`src/design/ppmd_pkg.sv`:
```
// Package for the PPM pulse channel decoder: reset values, queue sizing,
// configuration register indexes and the types passed between the modules.
// It depends on nothing else.
package ppmd_pkg;

   localparam int NUM_CHANNELS_DEFAULT = 8;
   localparam int QUEUE_DEPTH          = 2;

   localparam logic [15:0] TIMER_TOP_RESET      = 16'd39999;
   localparam logic [14:0] SYNC_THRESHOLD_RESET = 15'd4000;

   localparam int CSR_INDEX_WIDTH = 2;
   localparam logic [CSR_INDEX_WIDTH-1:0] CSR_TIMER_TOP      = 2'd0;
   localparam logic [CSR_INDEX_WIDTH-1:0] CSR_SYNC_THRESHOLD = 2'd1;

   // One decoded pulse on its way to the output.
   typedef struct packed {
      logic [3:0]  slot;
      logic [14:0] width_us;
      logic        frame_done;
   } result_type;

   // Status of the queue as the front and back parts see it.
   typedef struct packed {
      logic not_empty;
      logic full;
   } queue_status_type;

endpackage

```
`src/design/ppmd_front.sv`:
```
// Front part of the PPM decoder: accepts edge requests, measures pulse widths,
// counts edges and classifies each request into a channel result, a remainder
// result or none. Depends on ppmd_pkg.
module ppmd_front
   import ppmd_pkg::*;
#(
   parameter int NUM_CHANNELS = NUM_CHANNELS_DEFAULT
) (
   input  logic                       clock,
   input  logic                       reset,
   input  logic                       req_valid,
   output logic                       req_stall,
   input  logic [15:0]                req_capture_time,
   input  logic                       csr_valid,
   input  logic [CSR_INDEX_WIDTH-1:0] csr_index,
   input  logic [15:0]                csr_wdata,
   input  queue_status_type           q_status,
   output logic                       q_push,
   output result_type                 q_push_data
);

   localparam logic [5:0] CHANNEL_LIMIT = 6'(2 * NUM_CHANNELS);
   localparam logic [5:0] REMAINDER_CNT = 6'(2 * NUM_CHANNELS + 2);
   localparam logic [3:0] REMAINDER_SLOT = 4'(NUM_CHANNELS);

   logic [15:0] timer_top_ff;
   logic [14:0] sync_threshold_ff;
   logic        expect_rise_ff, expect_rise_in;
   logic [15:0] rise_time_ff, rise_time_in;
   logic [14:0] last_width_ff, last_width_in;
   logic [4:0]  edge_count_ff, edge_count_in;

   logic        accept;
   logic [15:0] diff;
   logic [4:0]  count;
   logic [5:0]  count_ext;

   assign req_stall = q_status.full;
   assign accept    = req_valid && !q_status.full;

   always_comb begin
      if (rise_time_ff > req_capture_time) begin
         diff = timer_top_ff + 16'd1 + req_capture_time - rise_time_ff;
      end else begin
         diff = req_capture_time - rise_time_ff;
      end

      rise_time_in   = rise_time_ff;
      last_width_in  = last_width_ff;
      if (expect_rise_ff) begin
         rise_time_in   = req_capture_time;
         expect_rise_in = 1'b0;
      end else begin
         last_width_in  = diff[15:1];
         expect_rise_in = 1'b1;
      end

      // A long pulse is the sync gap and restarts slot counting.
      if (last_width_in > sync_threshold_ff) begin
         count = 5'd0;
      end else begin
         count = edge_count_ff + 5'd1;
      end
      count_ext = {1'b0, count};

      edge_count_in          = count;
      q_push                 = 1'b0;
      q_push_data.slot       = count[4:1] - 4'd1;
      q_push_data.width_us   = last_width_in;
      q_push_data.frame_done = 1'b0;
      if (count != 5'd0 && !count[0] && count_ext <= CHANNEL_LIMIT) begin
         q_push = accept;
      end else if (count_ext == REMAINDER_CNT) begin
         q_push                 = accept;
         q_push_data.slot       = REMAINDER_SLOT;
         q_push_data.frame_done = 1'b1;
         edge_count_in          = 5'd0;
      end
   end

   always_ff @(posedge clock) begin
      if (reset) begin
         timer_top_ff      <= TIMER_TOP_RESET;
         sync_threshold_ff <= SYNC_THRESHOLD_RESET;
      end else if (csr_valid) begin
         case (csr_index)
            CSR_TIMER_TOP:      timer_top_ff      <= csr_wdata;
            CSR_SYNC_THRESHOLD: sync_threshold_ff <= csr_wdata[14:0];
            default: ;
         endcase
      end
   end

   always_ff @(posedge clock) begin
      if (reset) begin
         expect_rise_ff <= 1'b1;
         rise_time_ff   <= 16'd0;
         last_width_ff  <= 15'd0;
         edge_count_ff  <= 5'd0;
      end else if (accept) begin
         expect_rise_ff <= expect_rise_in;
         rise_time_ff   <= rise_time_in;
         last_width_ff  <= last_width_in;
         edge_count_ff  <= edge_count_in;
      end
   end

endmodule

```
`src/design/ppmd_queue.sv`:
```
// Short result queue between the front and back parts of the PPM decoder.
// Depends on ppmd_pkg.
module ppmd_queue
   import ppmd_pkg::*;
(
   input  logic             clock,
   input  logic             reset,
   input  logic             push,
   input  result_type       push_data,
   input  logic             pop,
   output result_type       head,
   output queue_status_type status
);

   localparam int PTR_WIDTH = (QUEUE_DEPTH > 1) ? $clog2(QUEUE_DEPTH) : 1;
   localparam int CNT_WIDTH = $clog2(QUEUE_DEPTH + 1);
   localparam logic [CNT_WIDTH-1:0] DEPTH_CNT = CNT_WIDTH'(QUEUE_DEPTH);
   localparam logic [PTR_WIDTH-1:0] LAST_PTR  = PTR_WIDTH'(QUEUE_DEPTH - 1);

   result_type             entry_ff [QUEUE_DEPTH];
   logic [PTR_WIDTH-1:0]   wr_ptr_ff, wr_ptr_in;
   logic [PTR_WIDTH-1:0]   rd_ptr_ff, rd_ptr_in;
   logic [CNT_WIDTH-1:0]   count_ff, count_in;

   assign head             = entry_ff[rd_ptr_ff];
   assign status.not_empty = count_ff != '0;
   assign status.full      = count_ff == DEPTH_CNT;

   always_comb begin
      wr_ptr_in = wr_ptr_ff;
      rd_ptr_in = rd_ptr_ff;
      count_in  = count_ff;
      if (push) begin
         wr_ptr_in = (wr_ptr_ff == LAST_PTR) ? '0 : wr_ptr_ff + 1'b1;
      end
      if (pop) begin
         rd_ptr_in = (rd_ptr_ff == LAST_PTR) ? '0 : rd_ptr_ff + 1'b1;
      end
      case ({push, pop})
         2'b10:   count_in = count_ff + 1'b1;
         2'b01:   count_in = count_ff - 1'b1;
         default: count_in = count_ff;
      endcase
   end

   always_ff @(posedge clock) begin
      if (reset) begin
         wr_ptr_ff <= '0;
         rd_ptr_ff <= '0;
         count_ff  <= '0;
      end else begin
         wr_ptr_ff <= wr_ptr_in;
         rd_ptr_ff <= rd_ptr_in;
         count_ff  <= count_in;
      end
   end

   always_ff @(posedge clock) begin
      if (push) begin
         entry_ff[wr_ptr_ff] <= push_data;
      end
   end

endmodule

```
`src/design/ppmd_back.sv`:
```
// Back part of the PPM decoder: takes results from the queue into the output
// register and presents them on the response channel. Depends on ppmd_pkg.
module ppmd_back
   import ppmd_pkg::*;
(
   input  logic             clock,
   input  logic             reset,
   input  queue_status_type q_status,
   input  result_type       q_head,
   output logic             q_pop,
   output logic             rsp_valid,
   input  logic             rsp_stall,
   output logic [3:0]       rsp_slot,
   output logic [14:0]      rsp_width_us,
   output logic             rsp_frame_done
);

   logic       rsp_valid_ff, rsp_valid_in;
   result_type rsp_data_ff;

   // With a result queued, the output register refills if empty or being taken.
   assign q_pop        = q_status.not_empty && (!rsp_valid_ff || !rsp_stall);
   assign rsp_valid_in = q_pop || (rsp_valid_ff && rsp_stall);

   always_ff @(posedge clock) begin
      if (reset) begin
         rsp_valid_ff <= 1'b0;
      end else begin
         rsp_valid_ff <= rsp_valid_in;
      end
   end

   always_ff @(posedge clock) begin
      if (q_pop) begin
         rsp_data_ff <= q_head;
      end
   end

   assign rsp_valid      = rsp_valid_ff;
   assign rsp_slot       = rsp_data_ff.slot;
   assign rsp_width_us   = rsp_data_ff.width_us;
   assign rsp_frame_done = rsp_data_ff.frame_done;

endmodule

```
`src/design/ppm_pulse_channel_decoder.sv`:
```
// PPM pulse channel decoder: one edge request is accepted per cycle when the
// result queue has room; a decoded pulse reaches rsp_ via the queue and the
// output register. Throughput is one request per cycle, set by the width
// measure and edge count step in the front part. Synchronous active-high
// reset returns the timer top to 39999, the sync threshold to 4000, expects
// a rising edge first and empties the queue and output register.
// Depends on ppmd_pkg, ppmd_front, ppmd_queue and ppmd_back.
module ppm_pulse_channel_decoder
   import ppmd_pkg::*;
#(
   parameter int NUM_CHANNELS = NUM_CHANNELS_DEFAULT
) (
   input  logic                       clock,
   input  logic                       reset,
   input  logic                       req_valid,
   output logic                       req_stall,
   input  logic [15:0]                req_capture_time,
   output logic                       rsp_valid,
   input  logic                       rsp_stall,
   output logic [3:0]                 rsp_slot,
   output logic [14:0]                rsp_width_us,
   output logic                       rsp_frame_done,
   input  logic                       csr_valid,
   output logic                       csr_ready,
   input  logic [CSR_INDEX_WIDTH-1:0] csr_index,
   input  logic [15:0]                csr_wdata
);

   // Configuration writes are always taken; unknown indexes are ignored.
   assign csr_ready = 1'b1;

   queue_status_type q_status;
   logic             q_push;
   logic             q_pop;
   result_type       q_push_data;
   result_type       q_head;

   // The front part measures each pulse and decides whether the request
   // yields a channel or remainder result. It stalls only when the queue is
   // full, so requests keep flowing while a result waits on the output.
   ppmd_front #(
      .NUM_CHANNELS(NUM_CHANNELS)
   ) u_front (
      .clock           (clock),
      .reset           (reset),
      .req_valid       (req_valid),
      .req_stall       (req_stall),
      .req_capture_time(req_capture_time),
      .csr_valid       (csr_valid),
      .csr_index       (csr_index),
      .csr_wdata       (csr_wdata),
      .q_status        (q_status),
      .q_push          (q_push),
      .q_push_data     (q_push_data)
   );

   // The queue decouples the two sides so that each may stall on its own.
   ppmd_queue u_queue (
      .clock    (clock),
      .reset    (reset),
      .push     (q_push),
      .push_data(q_push_data),
      .pop      (q_pop),
      .head     (q_head),
      .status   (q_status)
   );

   // The back part holds the result in the output register until taken.
   ppmd_back u_back (
      .clock         (clock),
      .reset         (reset),
      .q_status      (q_status),
      .q_head        (q_head),
      .q_pop         (q_pop),
      .rsp_valid     (rsp_valid),
      .rsp_stall     (rsp_stall),
      .rsp_slot      (rsp_slot),
      .rsp_width_us  (rsp_width_us),
      .rsp_frame_done(rsp_frame_done)
   );

endmodule

```
`config.mk`:
```
export PLATFORM = sky130hd
export DESIGN_NAME = ppm_pulse_channel_decoder
export DESIGN_NICKNAME = d
export VERILOG_FILES = /design/src/design/ppmd_pkg.sv /design/src/design/ppmd_front.sv /design/src/design/ppmd_queue.sv /design/src/design/ppmd_back.sv /design/src/design/ppm_pulse_channel_decoder.sv
export SDC_FILE = /design/constraint.sdc
export NUM_CORES = 1
export LEC_CHECK = 0
export ABC_AREA = 0
export BUFFER_PORTS_ARGS = -buffer_cell sky130_fd_sc_hd__buf_4
export CAP_MARGIN = 40
export CORE_ASPECT_RATIO = 1.25
export CORE_MARGIN = 2
export CORE_UTILIZATION = 30
export CTS_CLUSTER_DIAMETER = 60
export DETAILED_ROUTE_END_ITERATION = 6
export HOLD_SLACK_MARGIN = 0.05
export MAX_ROUTING_LAYER = met4
export PLACE_DENSITY = 0.42
export SLEW_MARGIN = 20
export SYNTH_ARGS = -nofsm -noshare
export SYNTH_HDL_FRONTEND = slang
export SYNTH_SLANG_ARGS = --single-unit
```
`constraint.sdc`:
```
create_clock -name clock -period 7.6 [get_ports clock]
set_clock_uncertainty 0.15 [all_clocks]
set_input_delay 0.76 -clock clock [delete_from_list [all_inputs] [get_ports clock]]
set_output_delay 0.76 -clock clock [all_outputs]
set_load 0.005 [all_outputs]
```
=== Yosys cells after proc, flatten, opt, wreduce, memory -nomap -nowiden ===
Memory sizes are Yosys's and may differ from the RTL's. A register that Yosys moved wholly into a read port is not among the register bits.
Cells that the tools add are included.

* Bits in writable memories: 40
* Output and inout port bits: 23
* Logic and storage cells: 64
* Memories: 1
* Register bits: 73

* Multiplexer cells: 17
* Add/subtract/negate cells: 10
* Magnitude comparators: 3
* Eq/ne operators: 5
* Reductions and logical operators: 18

{| class="wikitable"
|+ Memories
! name !! words !! width !! rd ports !! clocked after Yosys merged registers in !! write ports !! RTL line !! text
|-
| u_queue.entry_ff || 2 || 20 || 1 || 1 || 1 || ppmd_queue.sv:20 || <nowiki>result_type entry_ff [QUEUE_DEPTH];</nowiki>
|}

{| class="wikitable"
|+ Operators with widths
! kind !! number
|-
| 16-bit subtractor || 2
|-
| 16-bit by 1-bit adder with 16-bit output, second input constant || 1
|-
| 16-bit adder || 1
|-
| 16-bit > comparator || 1
|-
| 16-bit 2-to-1 mux || 1
|-
| 15-bit > comparator || 1
|-
| 15-bit 2-to-1 mux || 1
|-
| 5-bit 2-to-1 mux || 3
|-
| 1-bit 2-to-1 mux || 9
|-
| 4-bit 2-to-1 mux || 2
|-
| 2-bit AND reduction || 3
|-
| 5-bit by 1-bit adder with 5-bit output, second input constant || 1
|-
| 5-bit == test, second input constant || 1
|-
| 5-bit less-or-equal comparator, second input constant || 1
|-
| 1-bit logical AND || 5
|-
| 5-bit nonzero test || 1
|-
| 2-bit by 1-bit == test with 1-bit output, second input constant || 2
|-
| 2-bit == test, second input constant || 2
|-
| 1-bit logical NOT || 4
|-
| 2-bit one-hot mux with 2 select lines || 1
|-
| 2-bit nonzero test || 2
|-
| 4-bit by 1-bit subtractor with 4-bit output, second input constant || 1
|-
| 1-bit adder, second input constant || 2
|-
| 2-bit by 1-bit adder with 2-bit output, second input constant || 1
|-
| other kinds (3) || 4
|}

=== Logic depth before layout (Yosys ltp) ===
* Word-level depth: 13
* Mapped depth: 24

=== Modules after synthesis ===
Synthesis repeated with hierarchy kept, for this count alone.

* Cell total of the unflattened synthesis: 852
* Area, all modules: 7,951.4 sq um

{| class="wikitable"
|+ By module, submodules not included
! module !! instances !! area each (sq um) !! cells each !! seq. area each (sq um)
|-
| ppmd_front || 1 || 5,659.2 || 742 || 1,361.3
|-
| ppmd_queue || 1 || 1,644.1 || 84 || 1,301.2
|-
| ppmd_back || 1 || 636.9 || 24 || 620.6
|-
| ppm_pulse_channel_decoder || 1 || 11.3 || 2 || 0.0
|}

=== Least setup slack after synthesis ===
OpenSTA, ideal clock, no wires.

* Kind: input to register
* Start: in req_capture_time[6]
* End: mem u_queue.entry_ff[0][0] (netlist bit) (enable)
* Required time: 7,053 ps
* Path buffers: 0
* Cell stages on the path: 18
* Arrival: 5,628 ps
* Setup time: 397 ps
* Setup slack: 1,425 ps
* Cells stage by stage: inv_1 fa_1 inv_1 ha_1 a211o_1 a2111o_1 nand3_1 a31oi_1 xnor2_1 mux2_1 a221oi_1 ha_1 nand4_1 or2_1 or3_1 o21ai_1 nand4_1 nor2_1

{| class="wikitable"
|+ RTL lines
! what !! RTL line !! text
|-
| from (decl) || ppm_pulse_channel_decoder.sv:17 || <nowiki>input logic [15:0] req_capture_time,</nowiki>
|-
| to (decl) || ppmd_queue.sv:20 ||
|}

==> impl_metrics.ini <==
[outcome]
status = completed

[run]
drv_cap = 0

[placed_design]
port_buffers = 60
place.gp.congestion = 0.838
dp_hpwl_mm = 14.2

[global_routing]
grt_max_degree = 76
antenna_found_initial = 0
grt_use_total_pct = 14.9
first_global_vias = 5556
grt_first_pass_wirelength_mm = 29.8
overflow = 0

[clock_network]
clockRootBuffer = clkbuf_16
htree_levels = 4
post_cts_resized = 0
insertion_delay_ns = 0.42
clk_pin_slew_ns = 0.06
cts_buffers = 17
tritoncts = built
max-clock-path-buffers = 2
post-cts-setup-buffers = 0
clock_sinks = 133
hold_buffers = 0

[critical_path]
required_ns = 7.80
reg2regPathDepth = 20
cp-start-kind = input pin
regToRegStartpoint = u_front.timer_top_ff[6]$_SDFFE_PP0P_
crit_chain = buf_4, inv_1, fa_1, inv_1, ha_1, a211o_1, a2111o_1, nand3_1, a31oi_1, xnor2_1, mux2_1, a221oi_1, ha_1, nand4_1, or2_1, or3_1, o21ai_1, nand4_1, ha_1, or3_1, a21oi_1
cp_top_family = compound AO/OA/AOI/OAI gates
cp_num_buf_inv = 3
endpoint_kind = flop
critical_path_class = input pin to flop
r2r_slack_ns = 1.67
slowest_stage = a221oi_1
critPathArrivalTime_ns = 6.29
critPathMostFrequentCell = ha_1
rr_endpoint = u_queue.count_ff[1]$_SDFFE_PP0P_
path_depth = 21
slowest_delay_ns = 0.54
cp_max_fo = 6

[final_layout]
final_cell_mix = 99 x inv_1, 79 x nand2_1, 78 x nor2_1
layout_commonest_cell = inv_1
area_growth_pct = 19.7
n_antenna_cell = 0
nets = 951
drive_gt1_share_pct = 17.4

[synthesis]
synth.distinct_cells = 62
synth_top_area_share_pct = 23.9
synth_nets = 887
yosys_warnings = 0
synth.cell_area_mm2 = 0.00755
synth_edf_count = 60
ys_seq_elements = 133
synthCells = 783
ys_seq_area_share_pct = 43.2
ys_top_cells_by_area = edfxtp_1 24%, dfxtp_1 19%, ha_1 8.1%
avgSynthCellArea_um2 = 9.64
synth.largest_area_cell = edfxtp_1
ys.flop_type = dfxtp_1
async_flop_share_pct = 0

[drt]
post-route-drc-count = 0
vias = 5529
drt-total-wl_mm = 18.8
vias_per_cell = 4.65
ant_nets = 0
first_pass_iters = 4
drt_iter0_markers = 260
wl_per_cell_um = 15.8

[timing]
worstMarginPinSlew_ns = 0.765
min_period_over_period_pct = 80.1
fin_setup_tns_ns = 0
drv_slew = 0
fmax_mhz = 164
min_period_ns = 6.09
max-slew-margin-rel_pct = 48.9
hold_viol = 0
grt_setup_unrepaired = false
setup_viol = 0

[die]
coreArea_mm2 = 0.0246
die_x_um = 146
die-area_mm2 = 0.0265
start_util_pct = 30.7
die_h_um = 181
rows = 64
io_pins = 62

[pwr]
ir_drop_mv = 0.153
powerDensity_mw_per_mm2 = 277
leakagePower_nw = 3.74
finalPower_mw = 2.51

[min_path]
hold_class = flop to flop
hold_path.startpoint = u_front.rise_time_ff[15]$_SDFFE_PP0P_
hold-path-cell-count = 2
holdPathEnd = u_front.rise_time_ff[15]$_SDFFE_PP0P_
-- metrics by stage --
stage / hold slack [ns] / area (um^2) / std cells / setup slack [ns] / util (%)
after floorplan: 0.286 / 7550 / 783 / 1.43 / -
after global placement: 0.300 / 8380 / 1156 / 1.17 / 34.1
after detailed placement: 0.301 / 8400 / 1157 / 1.06 / 34.2
after CTS: 0.310 / 9020 / 1189 / 1.48 / 36.7
after global routing: 0.327 / 9040 / 1190 / 1.22 / 36.8
final: 0.306 / 9040 / 1190 / 1.51 / 36.8
-- state kept, by name, indices dropped and copies added (netlist names) --
| register | cells |
|---|---|
| u_front.sync_threshold_ff | 15 |
| u_front.expect_rise_ff | 1 |
| u_front.timer_top_ff | 16 |
| u_queue.entry_ff | 40 |
| u_back.rsp_slot | 4 |
| u_back.rsp_frame_done | 1 |
| u_front.edge_count_ff | 5 |
| u_back.rsp_valid | 1 |
| u_front.rise_time_ff | 16 |
| u_queue.wr_ptr_ff | 1 |
| u_queue.count_ff | 2 |
| u_front.last_width_ff | 15 |
| u_queue.rd_ptr_ff | 1 |
| u_back.rsp_width_us | 15 |
-- power breakdown --
part	leakage, nW	switching, mW	total [mW]	internal (mW)
logic	2.31	0.400	0.742	0.342
clock network	0.298	0.331	0.884	0.553
registers	1.14	0.0394	0.881	0.842
-- how the worst max path moves through the flow --
stage                              startpoint                                to  slack [ns]
after floorplan           req_capture_time[6]  u_queue.entry_ff[0][0]$_DFFE_PP_        1.43
after global placement    req_capture_time[6]  u_queue.count_ff[1]$_SDFFE_PP0P_        1.17
after detailed placement  req_capture_time[6]  u_queue.count_ff[1]$_SDFFE_PP0P_        1.06
after CTS                 req_capture_time[6]  u_queue.count_ff[1]$_SDFFE_PP0P_        1.48
after global routing      req_capture_time[6]  u_queue.count_ff[1]$_SDFFE_PP0P_        1.22
final                     req_capture_time[6]  u_queue.count_ff[1]$_SDFFE_PP0P_        1.51
-- kinds of logic (layout without fill, tap and decap cells) --
group	after synthesis	in the layout	synth area share [%]
simple gates	209	209	12.2
compound gates	180	180	16.1
flops	133	133	43.2
buf+inv	124	201	6.23
fa+ha+maj	65	65	12.4
mux	44	44	6.68
xor+xnor	27	27	3.13
other cells	1	1	0.0497
-- metal layers --
metal	track usage [%]	routed length [um]	share of wire (%)	vias up
met5	-	0	0	-
met3	2.61	578	3.1	21
met4	4.59	337	1.8	0
met1	17.8	8370	45	2607
met2	25.5	9480	51	90
li1	-	-	-	2811
-- final cells by class --
class                           count  area [um^2]
Clock inverter                     14          196
Multi-Input combinational cell    526         3830
Sequential cell                   133         3260
Clock buffer                       18          429
Timing Repair Buffer               69          538
Tap cell                          330          413
Inverter                          100          375
Fill cell                        2495        15500
-- cells in the mapped netlist, types with 3 or more instances --
cell      number
inv_1         99
nand2_1       79
nor2_1        78
dfxtp_1       73
a21oi_1       64
edfxtp_1      60
ha_1          49
mux2_2        30
clkbuf_1      22
a211o_1       19
xnor2_1       19
o21a_1        17
o21ai_0       17
a21o_1        16
fa_1          16
mux2i_1        8
nand3_1        8
xor2_1         8
nor2b_1        7
o21bai_1       6
or3_1          6
mux2_4         5
nor3_1         5
o31ai_1        5
a211oi_1       4
a31oi_1        4
and3_1         4
nand3b_1       4
nand4_1        4
and2_1         3
o211ai_1       3
o21ai_1        3
or2_2          3
-- worst min-delay path, stage by stage (launching register included) --
cell     delay (ns)
dfxtp_1        0.31
nand2_1        0.05
a21oi_1        0.05
(Power assumes the default switching activity.)
